## config.mk

```make
export PLATFORM = sky130hd
export DESIGN_NAME = smp_cfg_regs_flat
export DESIGN_NICKNAME = d
export VERILOG_FILES = /design/src/smp_pkg.sv /design/src/smp_if.sv /design/src/smp_cfg_regs.sv /design/src/flat_wrapper.sv
export SDC_FILE = /design/constraint.sdc
export NUM_CORES = 1
export LEC_CHECK = 0
export ABC_AREA = 1
export BUFFER_PORTS_ARGS = -buffer_cell sky130_fd_sc_hd__buf_2
export CORE_ASPECT_RATIO = 0.75
export CORE_MARGIN = 2
export CORE_UTILIZATION = 45
export CTS_BUF_LIST = sky130_fd_sc_hd__clkbuf_8
export CTS_CLUSTER_DIAMETER = 120
export DETAILED_ROUTE_END_ITERATION = 7
export PLACE_DENSITY = 0.71
export SYNTH_ARGS = -nofsm -noshare
export SYNTH_HDL_FRONTEND = slang
export SYNTH_SLANG_ARGS = --single-unit
```

## constraint.sdc

```tcl
create_clock -name clk -period 2.9 [get_ports clk]
set_input_delay 0.58 -clock clk [delete_from_list [all_inputs] [get_ports clk]]
set_output_delay 0.58 -clock clk [all_outputs]
set_load 0.05 [all_outputs]
```

## src/smp_pkg.sv

```systemverilog
package smp_pkg;

  localparam int WORD_W     = 32;
  localparam int TAG_W      = 48;
  localparam int PAIR_W     = 64;
  localparam int N_ROUNDS   = 80;
  localparam int WIN_DEPTH  = 16;
  localparam int ROUND_IDX_W = 7;
  localparam int PREFIX_W   = 6;
  localparam int CFG_IDX_W  = 8;
  localparam int CFG_DATA_W = 64;

  localparam int ROT_A      = 5;
  localparam int ROT_B      = 30;
  localparam int PREFIX_ONE_WORD = 8;

  localparam logic [CFG_IDX_W-1:0] REG_MIDSTATE_AB      = CFG_IDX_W'(0);
  localparam logic [CFG_IDX_W-1:0] REG_MIDSTATE_CD      = CFG_IDX_W'(1);
  localparam logic [CFG_IDX_W-1:0] REG_MIDSTATE_E       = CFG_IDX_W'(2);
  localparam logic [CFG_IDX_W-1:0] REG_TAIL_WORDS_12_13 = CFG_IDX_W'(3);
  localparam logic [CFG_IDX_W-1:0] REG_TAIL_WORDS_14_15 = CFG_IDX_W'(4);
  localparam logic [CFG_IDX_W-1:0] REG_FIRST_COMPARE    = CFG_IDX_W'(5);
  localparam logic [CFG_IDX_W-1:0] REG_SECOND_COMPARE   = CFG_IDX_W'(6);
  localparam logic [CFG_IDX_W-1:0] REG_PREFIX_DIGITS    = CFG_IDX_W'(7);

  localparam logic [7:0] TT_CHOOSE   = 8'hCA;
  localparam logic [7:0] TT_PARITY   = 8'h96;
  localparam logic [7:0] TT_MAJORITY = 8'hE8;

  localparam logic [WORD_W-1:0] K_GRP0 = 32'h5A827999;
  localparam logic [WORD_W-1:0] K_GRP1 = 32'h6ED9EBA1;
  localparam logic [WORD_W-1:0] K_GRP2 = 32'h8F1BBCDC;
  localparam logic [WORD_W-1:0] K_GRP3 = 32'hCA62C1D6;

  typedef logic [WORD_W-1:0] word_t;
  typedef word_t [WIN_DEPTH-1:0] window_t;

  typedef struct packed {
    logic             valid;
    logic [TAG_W-1:0] tag;
    logic             last;
    word_t            a;
    word_t            b;
    word_t            c;
    word_t            d;
    word_t            e;
    window_t          w;
  } stage_t;

  typedef struct packed {
    logic [PAIR_W-1:0]   midstate_ab;
    logic [PAIR_W-1:0]   midstate_cd;
    word_t               midstate_e;
    logic [PAIR_W-1:0]   tail_words_12_13;
    logic [PAIR_W-1:0]   tail_words_14_15;
    logic [PAIR_W-1:0]   first_compare;
    logic [PAIR_W-1:0]   second_compare;
    logic [PREFIX_W-1:0] prefix_digits;
  } cfg_t;

  typedef struct packed {
    logic [TAG_W-1:0] tag;
    logic             matched;
    word_t            a;
    word_t            b;
    word_t            c;
    word_t            d;
    word_t            e;
    logic             done;
  } res_t;

  function automatic word_t rotl1(input word_t x);
    return {x[WORD_W-2:0], x[WORD_W-1]};
  endfunction

  function automatic word_t rotl_a(input word_t x);
    return {x[WORD_W-1-ROT_A:0], x[WORD_W-1:WORD_W-ROT_A]};
  endfunction

  function automatic word_t rotl_b(input word_t x);
    return {x[WORD_W-1-ROT_B:0], x[WORD_W-1:WORD_W-ROT_B]};
  endfunction

  function automatic word_t ternary(input logic [7:0] tt, input word_t b, input word_t c,
                                    input word_t d);
    word_t f;
    for (int j = 0; j < WORD_W; j++) begin
      f[j] = tt[{b[j], c[j], d[j]}];
    end
    return f;
  endfunction

  function automatic logic [7:0] round_tt(input logic [ROUND_IDX_W-1:0] idx);
    logic [7:0] tt;
    if (int'(idx) < 20) begin
      tt = TT_CHOOSE;
    end else if (int'(idx) < 40) begin
      tt = TT_PARITY;
    end else if (int'(idx) < 60) begin
      tt = TT_MAJORITY;
    end else begin
      tt = TT_PARITY;
    end
    return tt;
  endfunction

  function automatic word_t round_k(input logic [ROUND_IDX_W-1:0] idx);
    word_t k;
    if (int'(idx) < 20) begin
      k = K_GRP0;
    end else if (int'(idx) < 40) begin
      k = K_GRP1;
    end else if (int'(idx) < 60) begin
      k = K_GRP2;
    end else begin
      k = K_GRP3;
    end
    return k;
  endfunction

endpackage

```

## src/smp_if.sv

```systemverilog


interface smp_cfg_if;
  import smp_pkg::*;
  logic                  valid;
  logic                  ready;
  logic [CFG_IDX_W-1:0]  index;
  logic [CFG_DATA_W-1:0] data;

  modport source (output valid, index, data, input ready);
  modport sink (input valid, index, data, output ready);
endinterface

```

## src/smp_cfg_regs.sv

```systemverilog
module smp_cfg_regs (
  input  logic          clk,
  input  logic          rst_n,
  smp_cfg_if.sink       cfg_ch,
  output smp_pkg::cfg_t cfg
);
  import smp_pkg::*;

  cfg_t cfg_r;
  cfg_t cfg_nxt;

  assign cfg_ch.ready = 1'b1;
  assign cfg = cfg_r;

  always_comb begin
    cfg_nxt = cfg_r;
    if (cfg_ch.valid) begin
      case (cfg_ch.index)
        REG_MIDSTATE_AB:      cfg_nxt.midstate_ab      = cfg_ch.data;
        REG_MIDSTATE_CD:      cfg_nxt.midstate_cd      = cfg_ch.data;
        REG_MIDSTATE_E:       cfg_nxt.midstate_e       = cfg_ch.data[WORD_W-1:0];
        REG_TAIL_WORDS_12_13: cfg_nxt.tail_words_12_13 = cfg_ch.data;
        REG_TAIL_WORDS_14_15: cfg_nxt.tail_words_14_15 = cfg_ch.data;
        REG_FIRST_COMPARE:    cfg_nxt.first_compare    = cfg_ch.data;
        REG_SECOND_COMPARE:   cfg_nxt.second_compare   = cfg_ch.data;
        REG_PREFIX_DIGITS:    cfg_nxt.prefix_digits    = cfg_ch.data[PREFIX_W-1:0];
        default:              cfg_nxt = cfg_r;
      endcase
    end
  end

  always_ff @(posedge clk) begin
    if (!rst_n) begin
      cfg_r <= '0;
    end else begin
      cfg_r <= cfg_nxt;
    end
  end

endmodule

```

## src/flat_wrapper.sv

```systemverilog
// flat-port wrapper written by rule: the top's interface ports become plain ports
module smp_cfg_regs_flat import smp_pkg::*;
  (clk, rst_n, cfg, cfg_ch_valid, cfg_ch_index, cfg_ch_data, cfg_ch_ready);
  smp_cfg_if cfg_ch_i ();
  input  logic clk;
  input  logic rst_n;
  output smp_pkg::cfg_t cfg;
  input wire logic [$bits(cfg_ch_i.valid)-1:0] cfg_ch_valid;
  input wire logic [$bits(cfg_ch_i.index)-1:0] cfg_ch_index;
  input wire logic [$bits(cfg_ch_i.data)-1:0] cfg_ch_data;
  output wire logic [$bits(cfg_ch_i.ready)-1:0] cfg_ch_ready;
  assign cfg_ch_i.valid = cfg_ch_valid;
  assign cfg_ch_i.index = cfg_ch_index;
  assign cfg_ch_i.data = cfg_ch_data;
  assign cfg_ch_ready = cfg_ch_i.ready;
  smp_cfg_regs u_core (.clk(clk), .rst_n(rst_n), .cfg_ch(cfg_ch_i), .cfg(cfg));
endmodule
```

==> results of run 1 <==
## synth_stat cells, drive strengths merged
| cell | n | area share, % |
|---|---|---|
| nor2 | 429 | 9.4 |
| nand2 | 424 | 9.2 |
| nand3 | 424 | 12 |
| a21oi | 422 | 12 |
| dfxtp | 422 | 49 |
| buf | 162 | 4.9 |
| clkbuf | 70 | 1.6 |
| inv | 68 | 1.5 |
| clkinv | 1 | 0.022 |
| conb | 1 | 0.022 |
## report_power, final
part           switching (W)  internal (W)  total, W
clock                0.00243       0.00290   0.00532
combinational       0.000592      0.000185  0.000777
sequential        0.00000736       0.00581   0.00582
total                0.00303       0.00889    0.0119
## cells in the final DEF, fill, tap and decap left out, drive strengths merged
| master | instances |
|---|---|
| buf | 536 |
| nor2 | 429 |
| nand3 | 424 |
| nand2 | 424 |
| a21oi | 422 |
| dfxtp | 422 |
| inv | 92 |
| clkbuf | 81 |
| clkinvlp | 5 |
| clkinv | 5 |
| bufinv | 4 |
| diode | 3 |
| conb | 1 |
## metal layers
| metal | wire, µm | global-route usage, % | vias up |
|---|---|---|---|
| met4 | 1820 | 11.3 | 0 |
| li1 | - | - | 8679 |
| met2 | 24400 | 39.3 | 761 |
| met5 | 0 | 0 | - |
| met1 | 23900 | 35.7 | 8020 |
| met3 | 4950 | 7.14 | 123 |
## stage by stage
step	cells	setup slack, ns	hold slack (ns)	power (W)
6_report	3360	0.976	0.364	0.0119
5_1_grt	3360	0.914	0.360	0.0124
4_1_cts	3357	0.923	0.318	0.0120
3_5_place_dp	3239	0.733	0.462	0.00672
3_3_place_gp	3239	0.775	0.454	0.00671
2_1_floorplan	2423	1.34	0.725	0.00647
## final cells by class
cell class,instances,area [µm²]
Fill cell,3673,16800
Sequential cell,422,8450
Multi-Input combinational cell,1700,7480
Timing Repair Buffer,536,3090
Clock buffer,81,1110
Tap cell,512,641
Clock inverter,37,274
Inverter,69,262
Antenna cell,3,7.51
## worst reg2reg max path: stages, from the launching register on
cell     delay, ns
dfxtp_1       0.36
a21oi_1       0.15
nor2_1        0.06
## cell families after synthesis
group / Yosys count / share of synthesized area, %
flops: 422 / 48.9
other cells: 1 / 0.0217
simple gates: 1277 / 30.9
buf+inv: 301 / 7.99
compound gates: 422 / 12.2
## worst max-delay path by stage
stage                      end             from  cells after the start
3_3_place_gp   u_core.cfg[324]  cfg_ch_index[7]                      9
4_1_cts               cfg[162]  u_core.cfg[162]                      1
2_1_floorplan   u_core.cfg[10]  cfg_ch_index[7]                      8
5_1_grt               cfg[162]  u_core.cfg[162]                      1
6_report              cfg[162]  u_core.cfg[162]                      1
3_5_place_dp   u_core.cfg[375]  cfg_ch_index[7]                      9
==> summary.md, run 1 <==
| Metric | Value |
|---|---|
| Num CTS Buffers | `69` |
| Setup bufs post-CTS | `0` |
| Max IR drop VDD | `487 µV` |
| MaxCap Viol Count | `0` |
| Post-route setup TNS | `0 ns` |
| I/O Pins | `498` |
| Hold path start | `cfg_ch_data[51]` |
| Mean Syn Cell Area | `7.13 µm²` |
| Drt first-iter violations | `1388` |
| Area Growth Syn to Fin | `23.3%` |
| RR Startpoint | `u_core.cfg[162]` |
| Highest Clock Rate | `0.520 GHz` |
| Global placer's final weighted congestion | `0.848` |
| CP cell instances | `buf_2` |
| PwrDens | `559 nW/µm²` |
| Distinct cells, synth | `15` |
| Max reg flops | `422` |
| Average vias per placed instance | `5.23` |
| R2R cell count | `2` |
| Crit end category | `primary output` |
| Final period utilization | `66.4%` |
| Fin area | `21300 µm²` |
| Critical Path RT | `2.32 ns` |
| DPL Wire Length | `35300 µm` |
| R2R Setup Slk | `2.22 ns` |
| CP peak stage delay | `0.42 ns` |
| Unrepaired setup endpoints after global routing | `no` |
| Synthesis-stage register bit count | `422` |
| Die Width | `230 µm` |
| Clk_lat worst skew | `0.62 ns` |
| CP Class | `flop to primary output` |
| Clock Pin Slew Worst Setup and Hold Paths | `0.06 ns` |
| Clk sinks | `422` |
| Antenna violations before repair | `3` |
| GR Util All Layers | `26.3%` |
| CP Max Fanout | `2` |
| Post-route minimum period | `1.92 ns` |
| Vias | `17583` |
| CTS Buffer Depth | `3` |
| Reg-to-Reg End | `u_core.cfg[162]` |
| Cell area after synthesis | `17300 µm²` |
| DIE HEIGHT | `174 µm` |
| Layout Nets | `2873` |
| Final setup viols | `0` |
| DR WL/cell | `16.4 µm` |
| Slew Limit Headroom | `53.3%` |
| Status | `complete, no violations` |
| Synth warnings | `0` |
| Initial Util | `45.4%` |
| DRC viols | `0` |
| Fraction of layout cells with a size suffix above 1 | `22.5%` |
| Fin util | `56.0%` |
| Syn_nets | `2498` |
| Post-CTS sizing | `0` |
| Post-DRT Antenna Nets | `0` |
| Register area share after synthesis | `48.9%` |
| Placed cell area | `19900 µm²` |
| Detailed Routing Iterations Pass 1 | `6` |
| Crit path launch type | `flop` |
| GR Overflow Total | `0` |
| First-pass GRT wire length | `85400 µm` |
| Worst-Margin Slew | `0.701 ns` |
| Core area | `38100 µm²` |
| Crit-path slowest cell | `dfxtp_1` |
| CTS tree | `done` |
| Clk Tree Root Cell | `clkbuf_8` |
| CTS Hold Bufs | `0` |
| Max-slew violations | `0` |
| Min-delay worst type | `primary input to flop` |
| Largest net degree at the start of global routing | `119` |
| CP top delay family | `flip-flops` |
| H-tree depth | `3` |
| Rows | `62` |
| CP Data Arrival Time | `1.34 ns` |
| PortBufs | `496` |
| Cells after synthesis | `2423` |
| Worst Skew | `0 ns` |
| Vias in the first global route | `15513` |
| Worst Path Buf+Inv | `1` |
| Fin. Hold Viols | `0` |
| Hold depth | `5` |
| Die area | `40000 µm²` |
| DRT Wirelength | `55100 µm` |
| Leak | `10.1 nW` |
| Hold EP | `u_core.cfg[249]` |
No activity file was read; power rests on OpenSTA's default activity.
==> inputs of run 2 (changes only) <==
--- a/config.mk
+++ b/config.mk
@@ -13,7 +13,7 @@
 export CTS_BUF_LIST = sky130_fd_sc_hd__clkbuf_8
 export CTS_CLUSTER_DIAMETER = 120
 export DETAILED_ROUTE_END_ITERATION = 7
-export PLACE_DENSITY = 0.71
+export PLACE_DENSITY = 0.74
 export SYNTH_ARGS = -nofsm -noshare
 export SYNTH_HDL_FRONTEND = slang
 export SYNTH_SLANG_ARGS = --single-unit
==> constraint.sdc (replaced) <==
create_clock -name clk -period 1.6 [get_ports clk]
set_input_delay 0.32 -clock clk [delete_from_list [all_inputs] [get_ports clk]]
set_output_delay 0.32 -clock clk [all_outputs]
set_load 0.05 [all_outputs]
==> summary.md, run 2 (synthesis results as in run 1) <==
| Metric | Value |
|---|---|
| Fin. Hold Viols | `0 (unchanged)` |
| Status | `complete, no violations (unchanged)` |
| CP top delay family | `flip-flops (unchanged)` |
| Setup bufs post-CTS | `0 (unchanged)` |
| Crit end category | `primary output (unchanged)` |
| Final setup viols | `0 (unchanged)` |
| Setup WS post-layout | `0.0493 ns (was 0.976 ns)` |
| Logic pwr share | `7.5% (was 6.5%)` |
| Clk pwr share | `43.6% (was 44.7%)` |
| Post-route setup TNS | `0 ns (unchanged)` |
| CTS tree | `done (unchanged)` |
| CP Class | `flop to primary output (unchanged)` |
| Worst Path Buf+Inv | `1 (unchanged)` |
| Clk_lat worst skew | `0.60 ns (was 0.62 ns)` |
| DRT Wirelength | `57000 µm (was 55100 µm)` |
| Clock Pin Slew Worst Setup and Hold Paths | `0.07 ns (was 0.06 ns)` |
| Leak | `10.5 nW (was 10.1 nW)` |
| Detailed Routing Iterations Pass 1 | `7 (was 6)` |
| First-pass GRT wire length | `87200 µm (was 85400 µm)` |
| Fraction of layout cells with a size suffix above 1 | `24.4% (was 22.5%)` |
| Net switching power | `0.00555 W (was 0.00303 W)` |
| CP peak stage delay | `0.36 ns (was 0.42 ns)` |
| Die Width | `230 µm (unchanged)` |
| Met3 global-route usage | `7.07% (was 7.14%)` |
| Die area | `40000 µm² (unchanged)` |
| Clk sinks | `422 (unchanged)` |
| Layout Nets | `2945 (was 2873)` |
| Global placer's final weighted congestion | `0.874 (was 0.848)` |
| CP Data Arrival Time | `1.23 ns (was 1.34 ns)` |
| Clk Tree Root Cell | `clkbuf_8 (unchanged)` |
| Most frequent cells in the layout | `nand3_1, nor2_1, nand2_1 (was buf_2, nand3_1, nor2_1)` |
| Switching share of total power | `25.7% (was 25.4%)` |
| DR WL/cell | `16.6 µm (was 16.4 µm)` |
| Num CTS Buffers | `69 (unchanged)` |
| CTS Hold Bufs | `0 (unchanged)` |
| DRC viols | `0 (unchanged)` |
| Area Growth Syn to Fin | `30.4% (was 23.3%)` |
| CP cell instances | `buf_2 (unchanged)` |
| H-tree depth | `3 (unchanged)` |
| Met2 GRT Util | `41.3% (was 39.3%)` |
| Initial Util | `45.4% (unchanged)` |
| Critical Path RT | `1.28 ns (was 2.32 ns)` |
| Dpl ws | `-0.0295 ns (was 0.733 ns)` |
| Post-route minimum period | `1.55 ns` |
| Core area | `38100 µm² (unchanged)` |
| Max-slew violations | `0 (unchanged)` |
| PwrDens | `956 nW/µm² (was 559 nW/µm²)` |
| Internal | `0.0160 W (was 0.00889 W)` |
| I/O Pins | `498 (unchanged)` |
| Highest Clock Rate | `0.645 GHz` |
| Crit-path slowest cell | `dfxtp_1 (unchanged)` |
| Largest net degree at the start of global routing | `88 (was 119)` |
| Max IR drop VDD | `661 µV (was 487 µV)` |
| GR Overflow Total | `0 (unchanged)` |
| Final period utilization | `96.9%` |
| Register Area | `8450 µm² (unchanged)` |
| Crit path launch type | `flop (unchanged)` |
| CP Max Fanout | `2 (unchanged)` |
| Top Usage Layer GRT | `met2 (unchanged)` |
| CTS Buffer Depth | `3 (unchanged)` |
| Vias | `18111 (was 17583)` |
| Met1 Use GR | `35.6% (was 35.7%)` |
| PortBufs | `496 (unchanged)` |
| Worst Skew | `0 ns (unchanged)` |
| DIE HEIGHT | `174 µm (unchanged)` |
| Drt first-iter violations | `1499 (was 1388)` |
| Antenna violations before repair | `2 (was 3)` |
| Min-delay worst type | `primary input to flop (unchanged)` |
| Rows | `62 (unchanged)` |
| Reg power frac | `48.9% (was 48.8%)` |
| Average vias per placed instance | `5.27 (was 5.23)` |
| MaxCap Viol Count | `0 (unchanged)` |
| Post-DRT Antenna Nets | `0 (unchanged)` |
| Fillers | `3467 (was 3673)` |
| Final Total Pwr | `0.0216 W (was 0.0119 W)` |
| Vias in the first global route | `16103 (was 15513)` |
| GR Util All Layers | `26.9% (was 26.3%)` |
| DPL Wire Length | `38400 µm (was 35300 µm)` |
| Max reg flops | `422 (unchanged)` |
| Hold WS | `0.0668 ns (was 0.364 ns)` |
| Fin util | `59.2% (was 56.0%)` |
| Multi-input logic area | `7480 µm² (unchanged)` |
==> run 2: cell type report <==
class | count | area share [%]
Multi-Input combinational cell | 1700 | 33.2
Sequential cell | 422 | 37.5
Clock inverter | 39 | 0.938
Inverter | 69 | 1.16
Antenna cell | 2 | 0.0222
Timing Repair Buffer | 608 | 19.2
Clock buffer | 85 | 5.19
Tap cell | 512 | 2.84
==> run 2: path summary, 6_finish.rpt <==
| kind | from | to | slack, ns | cells past startpoint |
|---|---|---|---|---|
| max | u_core.cfg[149] | cfg[149] | 0.05 | 1 |
| min | rst_n | u_core.cfg[263] | 0.07 | 3 |
| max reg2reg | u_core.cfg[405] | u_core.cfg[405] | 0.91 | 2 |
| min reg2reg | u_core.cfg[270] | u_core.cfg[270] | 0.48 | 2 |
==> run 2: per-layer routing <==
layer  vias to the layer above  wire length, µm
met4                         0             1860
li1                       8830                -
met1                      8357            24400
met5                         -                0
met2                       791            25700
met3                       133             5020
==> run 2: power by group through the flow <==
stage	clock, W	combinational (W)	sequential [W]
after floorplan	0	0.000873	0.0109
after global placement	0	0.00158	0.0108
after detailed placement	0	0.00159	0.0108
after CTS	0.00953	0.00160	0.0105
after global routing	0.0100	0.00175	0.0105
final	0.00939	0.00162	0.0105
==> run 2: worst reg2reg max path: cells and delay by family, from the launching register on <==
family	cells	cell delay (ns)
AO/OA/AOI/OAI	1	0.16
flip-flops	1	0.33
AND/OR/NAND/NOR	1	0.09
==> run 2: timing repair <==
item / in CTS / in global routing
endpoints found under the setup margin: 37 / 92
resized for setup: 37 / 92
pin swaps: 0 / 0
==> run 2: metrics by stage <==
| step | std cells | area, µm² |
|---|---|---|
| after floorplan | 2423 | 17300 |
| after global placement | 3311 | 20800 |
| after detailed placement | 3311 | 20800 |
| after CTS | 3435 | 22300 |
| after global routing | 3437 | 22500 |
| final | 3437 | 22500 |
==> inputs of run 3 (changes only) <==
--- a/config.mk
+++ b/config.mk
@@ -7,7 +7,6 @@
 export LEC_CHECK = 0
 export ABC_AREA = 1
 export BUFFER_PORTS_ARGS = -buffer_cell sky130_fd_sc_hd__buf_2
-export CORE_ASPECT_RATIO = 0.75
 export CORE_MARGIN = 2
 export CORE_UTILIZATION = 45
 export CTS_BUF_LIST = sky130_fd_sc_hd__clkbuf_8
==> summary.md, run 3 (synthesis results as in run 1) <==
| Metric | Value |
|---|---|
| Placed cell area | `20700 µm² (was 20800 µm²)` |
| Reg-to-Reg End | `u_core.cfg[413] (was u_core.cfg[405])` |
| PwrDens | `967 nW/µm² (was 956 nW/µm²)` |
| Post-route setup TNS | `0 ns (unchanged)` |
| Critical Path RT | `1.28 ns (about the same)` |
| Clk Tree Root Cell | `clkbuf_8 (unchanged)` |
| Clk_lat worst skew | `0.61 ns (was 0.60 ns)` |
| Fin area | `22700 µm² (was 22500 µm²)` |
| Rows | `71 (was 62)` |
| CP Max Fanout | `2 (unchanged)` |
| Crit end category | `primary output (unchanged)` |
| Hold depth | `5 (was 3)` |
| R2R cell count | `2 (unchanged)` |
| R2R Setup Slk | `0.94 ns (was 0.91 ns)` |
| Min-delay worst type | `primary input to flop (unchanged)` |
| Fin. Hold Viols | `0 (unchanged)` |
| DR WL/cell | `16.5 µm (was 16.6 µm)` |
| WP depth | `1 (unchanged)` |
| Fillers | `3353 (was 3467)` |
| Post-route minimum period | `1.55 ns (about the same)` |
| Most frequent cells in the layout | `nand3_1, nor2_1, nand2_1 (unchanged)` |
| GR Util All Layers | `27.2% (was 26.9%)` |
| Hold path start | `cfg_ch_data[37] (was rst_n)` |
| MaxCap Viol Count | `0 (unchanged)` |
| Core area | `37800 µm² (was 38100 µm²)` |
| Inst Count DP | `3310 (was 3311)` |
| Status | `complete, no violations (unchanged)` |
| Average vias per placed instance | `5.32 (was 5.27)` |
| Max IR drop VDD | `639 µV (was 661 µV)` |
| DRT Wirelength | `56600 µm (was 57000 µm)` |
| Largest net degree at the start of global routing | `95 (was 88)` |
| Initial Util | `45.8% (was 45.4%)` |
| Crit path launch type | `flop (unchanged)` |
| CP Class | `flop to primary output (unchanged)` |
| Global placer's final weighted congestion | `0.865 (was 0.874)` |
| Vias in the first global route | `16523 (was 16103)` |
| Fin util | `60.1% (was 59.2%)` |
| Leak | `10.5 nW (about the same)` |
| Max-slew violations | `0 (unchanged)` |
| Num CTS Buffers | `69 (unchanged)` |
| CP peak stage delay | `0.35 ns (was 0.36 ns)` |
| Drt first-iter violations | `1311 (was 1499)` |
| CP cell instances | `buf_2 (unchanged)` |
| Area Growth Syn to Fin | `31.2% (was 30.4%)` |
| Final setup viols | `0 (unchanged)` |
| GR Overflow Total | `0 (unchanged)` |
| DPL Wire Length | `38000 µm (was 38400 µm)` |
| Worst Skew | `0 ns (unchanged)` |
| CP top delay family | `flip-flops (unchanged)` |
| Hold EP | `u_core.cfg[107] (was u_core.cfg[263])` |
| CTS tree | `done (unchanged)` |
| First-pass GRT wire length | `87000 µm (was 87200 µm)` |
| H-tree depth | `3 (unchanged)` |
| Die Width | `200 µm (was 230 µm)` |
| Fraction of layout cells with a size suffix above 1 | `24.6% (was 24.4%)` |
| RR Startpoint | `u_core.cfg[413] (was u_core.cfg[405])` |
| Final period utilization | `97.1% (was 96.9%)` |
| Die area | `40000 µm² (about the same)` |
| DIE HEIGHT | `200 µm (was 174 µm)` |
| Post-DRT Antenna Nets | `0 (unchanged)` |
| Antenna violations before repair | `3 (was 2)` |
| Crit-path slowest cell | `dfxtp_1 (unchanged)` |
| Layout Nets | `2946 (was 2945)` |
| Vias | `18269 (was 18111)` |
| Clock Pin Slew Worst Setup and Hold Paths | `0.06 ns (was 0.07 ns)` |
| Unrepaired setup endpoints after global routing | `no` |
| Max reg flops | `422 (unchanged)` |
| DRC viols | `0 (unchanged)` |
| Detailed Routing Iterations Pass 1 | `5 (was 7)` |
| Worst Path Buf+Inv | `1 (unchanged)` |
| I/O Pins | `498 (unchanged)` |
| Layout Cells excl Fill | `3435 (was 3437)` |
| CP Data Arrival Time | `1.23 ns (about the same)` |
| PortBufs | `496 (unchanged)` |
| CTS Buffer Depth | `3 (unchanged)` |
| Clk sinks | `422 (unchanged)` |
| Highest Clock Rate | `0.644 GHz (was 0.645 GHz)` |
-- run 3: changes by cell type in the layout (fill, tap and decap cells not counted), sizes merged, moves of 2 or more --
cell	previous run	this run
buf	517	586
inv	97	86
clkinv	3	8
clkbuf	176	111
clkinvlp	7	4
bufinv	1	3
-- run 3: routing by layer --
metal / vias up / GRT usage (%) / share of wire (%)
met1: 8327 / 33.2 / 39
met4: 0 / 18.3 / 5.9
li1: 8838 / - / -
met2: 930 / 42.5 / 45
met5: - / 0 / 0
met3: 174 / 7.12 / 9.8
-- run 3: power by group --
group          internal, W  switching [W]  total, W
sequential          0.0105      0.0000147    0.0105
combinational     0.000439        0.00110   0.00154
clock              0.00548        0.00436   0.00984
-- run 3: stage by stage --
step | hold slack, ns | setup WS (ns) | power (W)
after global routing | 0.114 | 0.000183 | 0.0227
after detailed placement | 0.461 | -0.142 | 0.0123
after floorplan | 0.600 | 0.301 | 0.0117
after global placement | 0.455 | -0.0960 | 0.0123
after CTS | 0.0517 | 0.00000477 | 0.0222
final | 0.104 | 0.0468 | 0.0219
-- run 3: timing repair --
item | CTS | global route
resized for setup | 187 | 22
hold buffers | 1 | 0
endpoints found under the hold margin | 10 | 0
setup endpoints to repair | 185 | 22
buffers inserted | 0 | 0
-- run 3: worst max-delay path by stage --
| stage | from | end | slack [ns] |
|---|---|---|---|
| 4_1_cts | u_core.cfg[205] | cfg[205] | 0.000005 |
| 2_1_floorplan | cfg_ch_index[7] | u_core.cfg[10] | 0.30 |
| 5_1_grt | u_core.cfg[217] | cfg[217] | 0.0002 |
| 6_report | u_core.cfg[205] | cfg[205] | 0.05 |
| 3_5_place_dp | cfg_ch_index[3] | u_core.cfg[275] | -0.14 |
| 3_3_place_gp | cfg_ch_index[3] | u_core.cfg[292] | -0.1 |
-- run 3: area by class of cell --
type	count	area (µm²)	area share (%)
sequential	422	8450	37.2
multi-input combinational	1700	7480	33.0
timing repair buffer	609	4390	19.4
clock buffer	89	1220	5.40
tap	511	639	2.82
inverter	69	262	1.15
clock inverter	32	229	1.01
antenna	3	7.51	0.0331
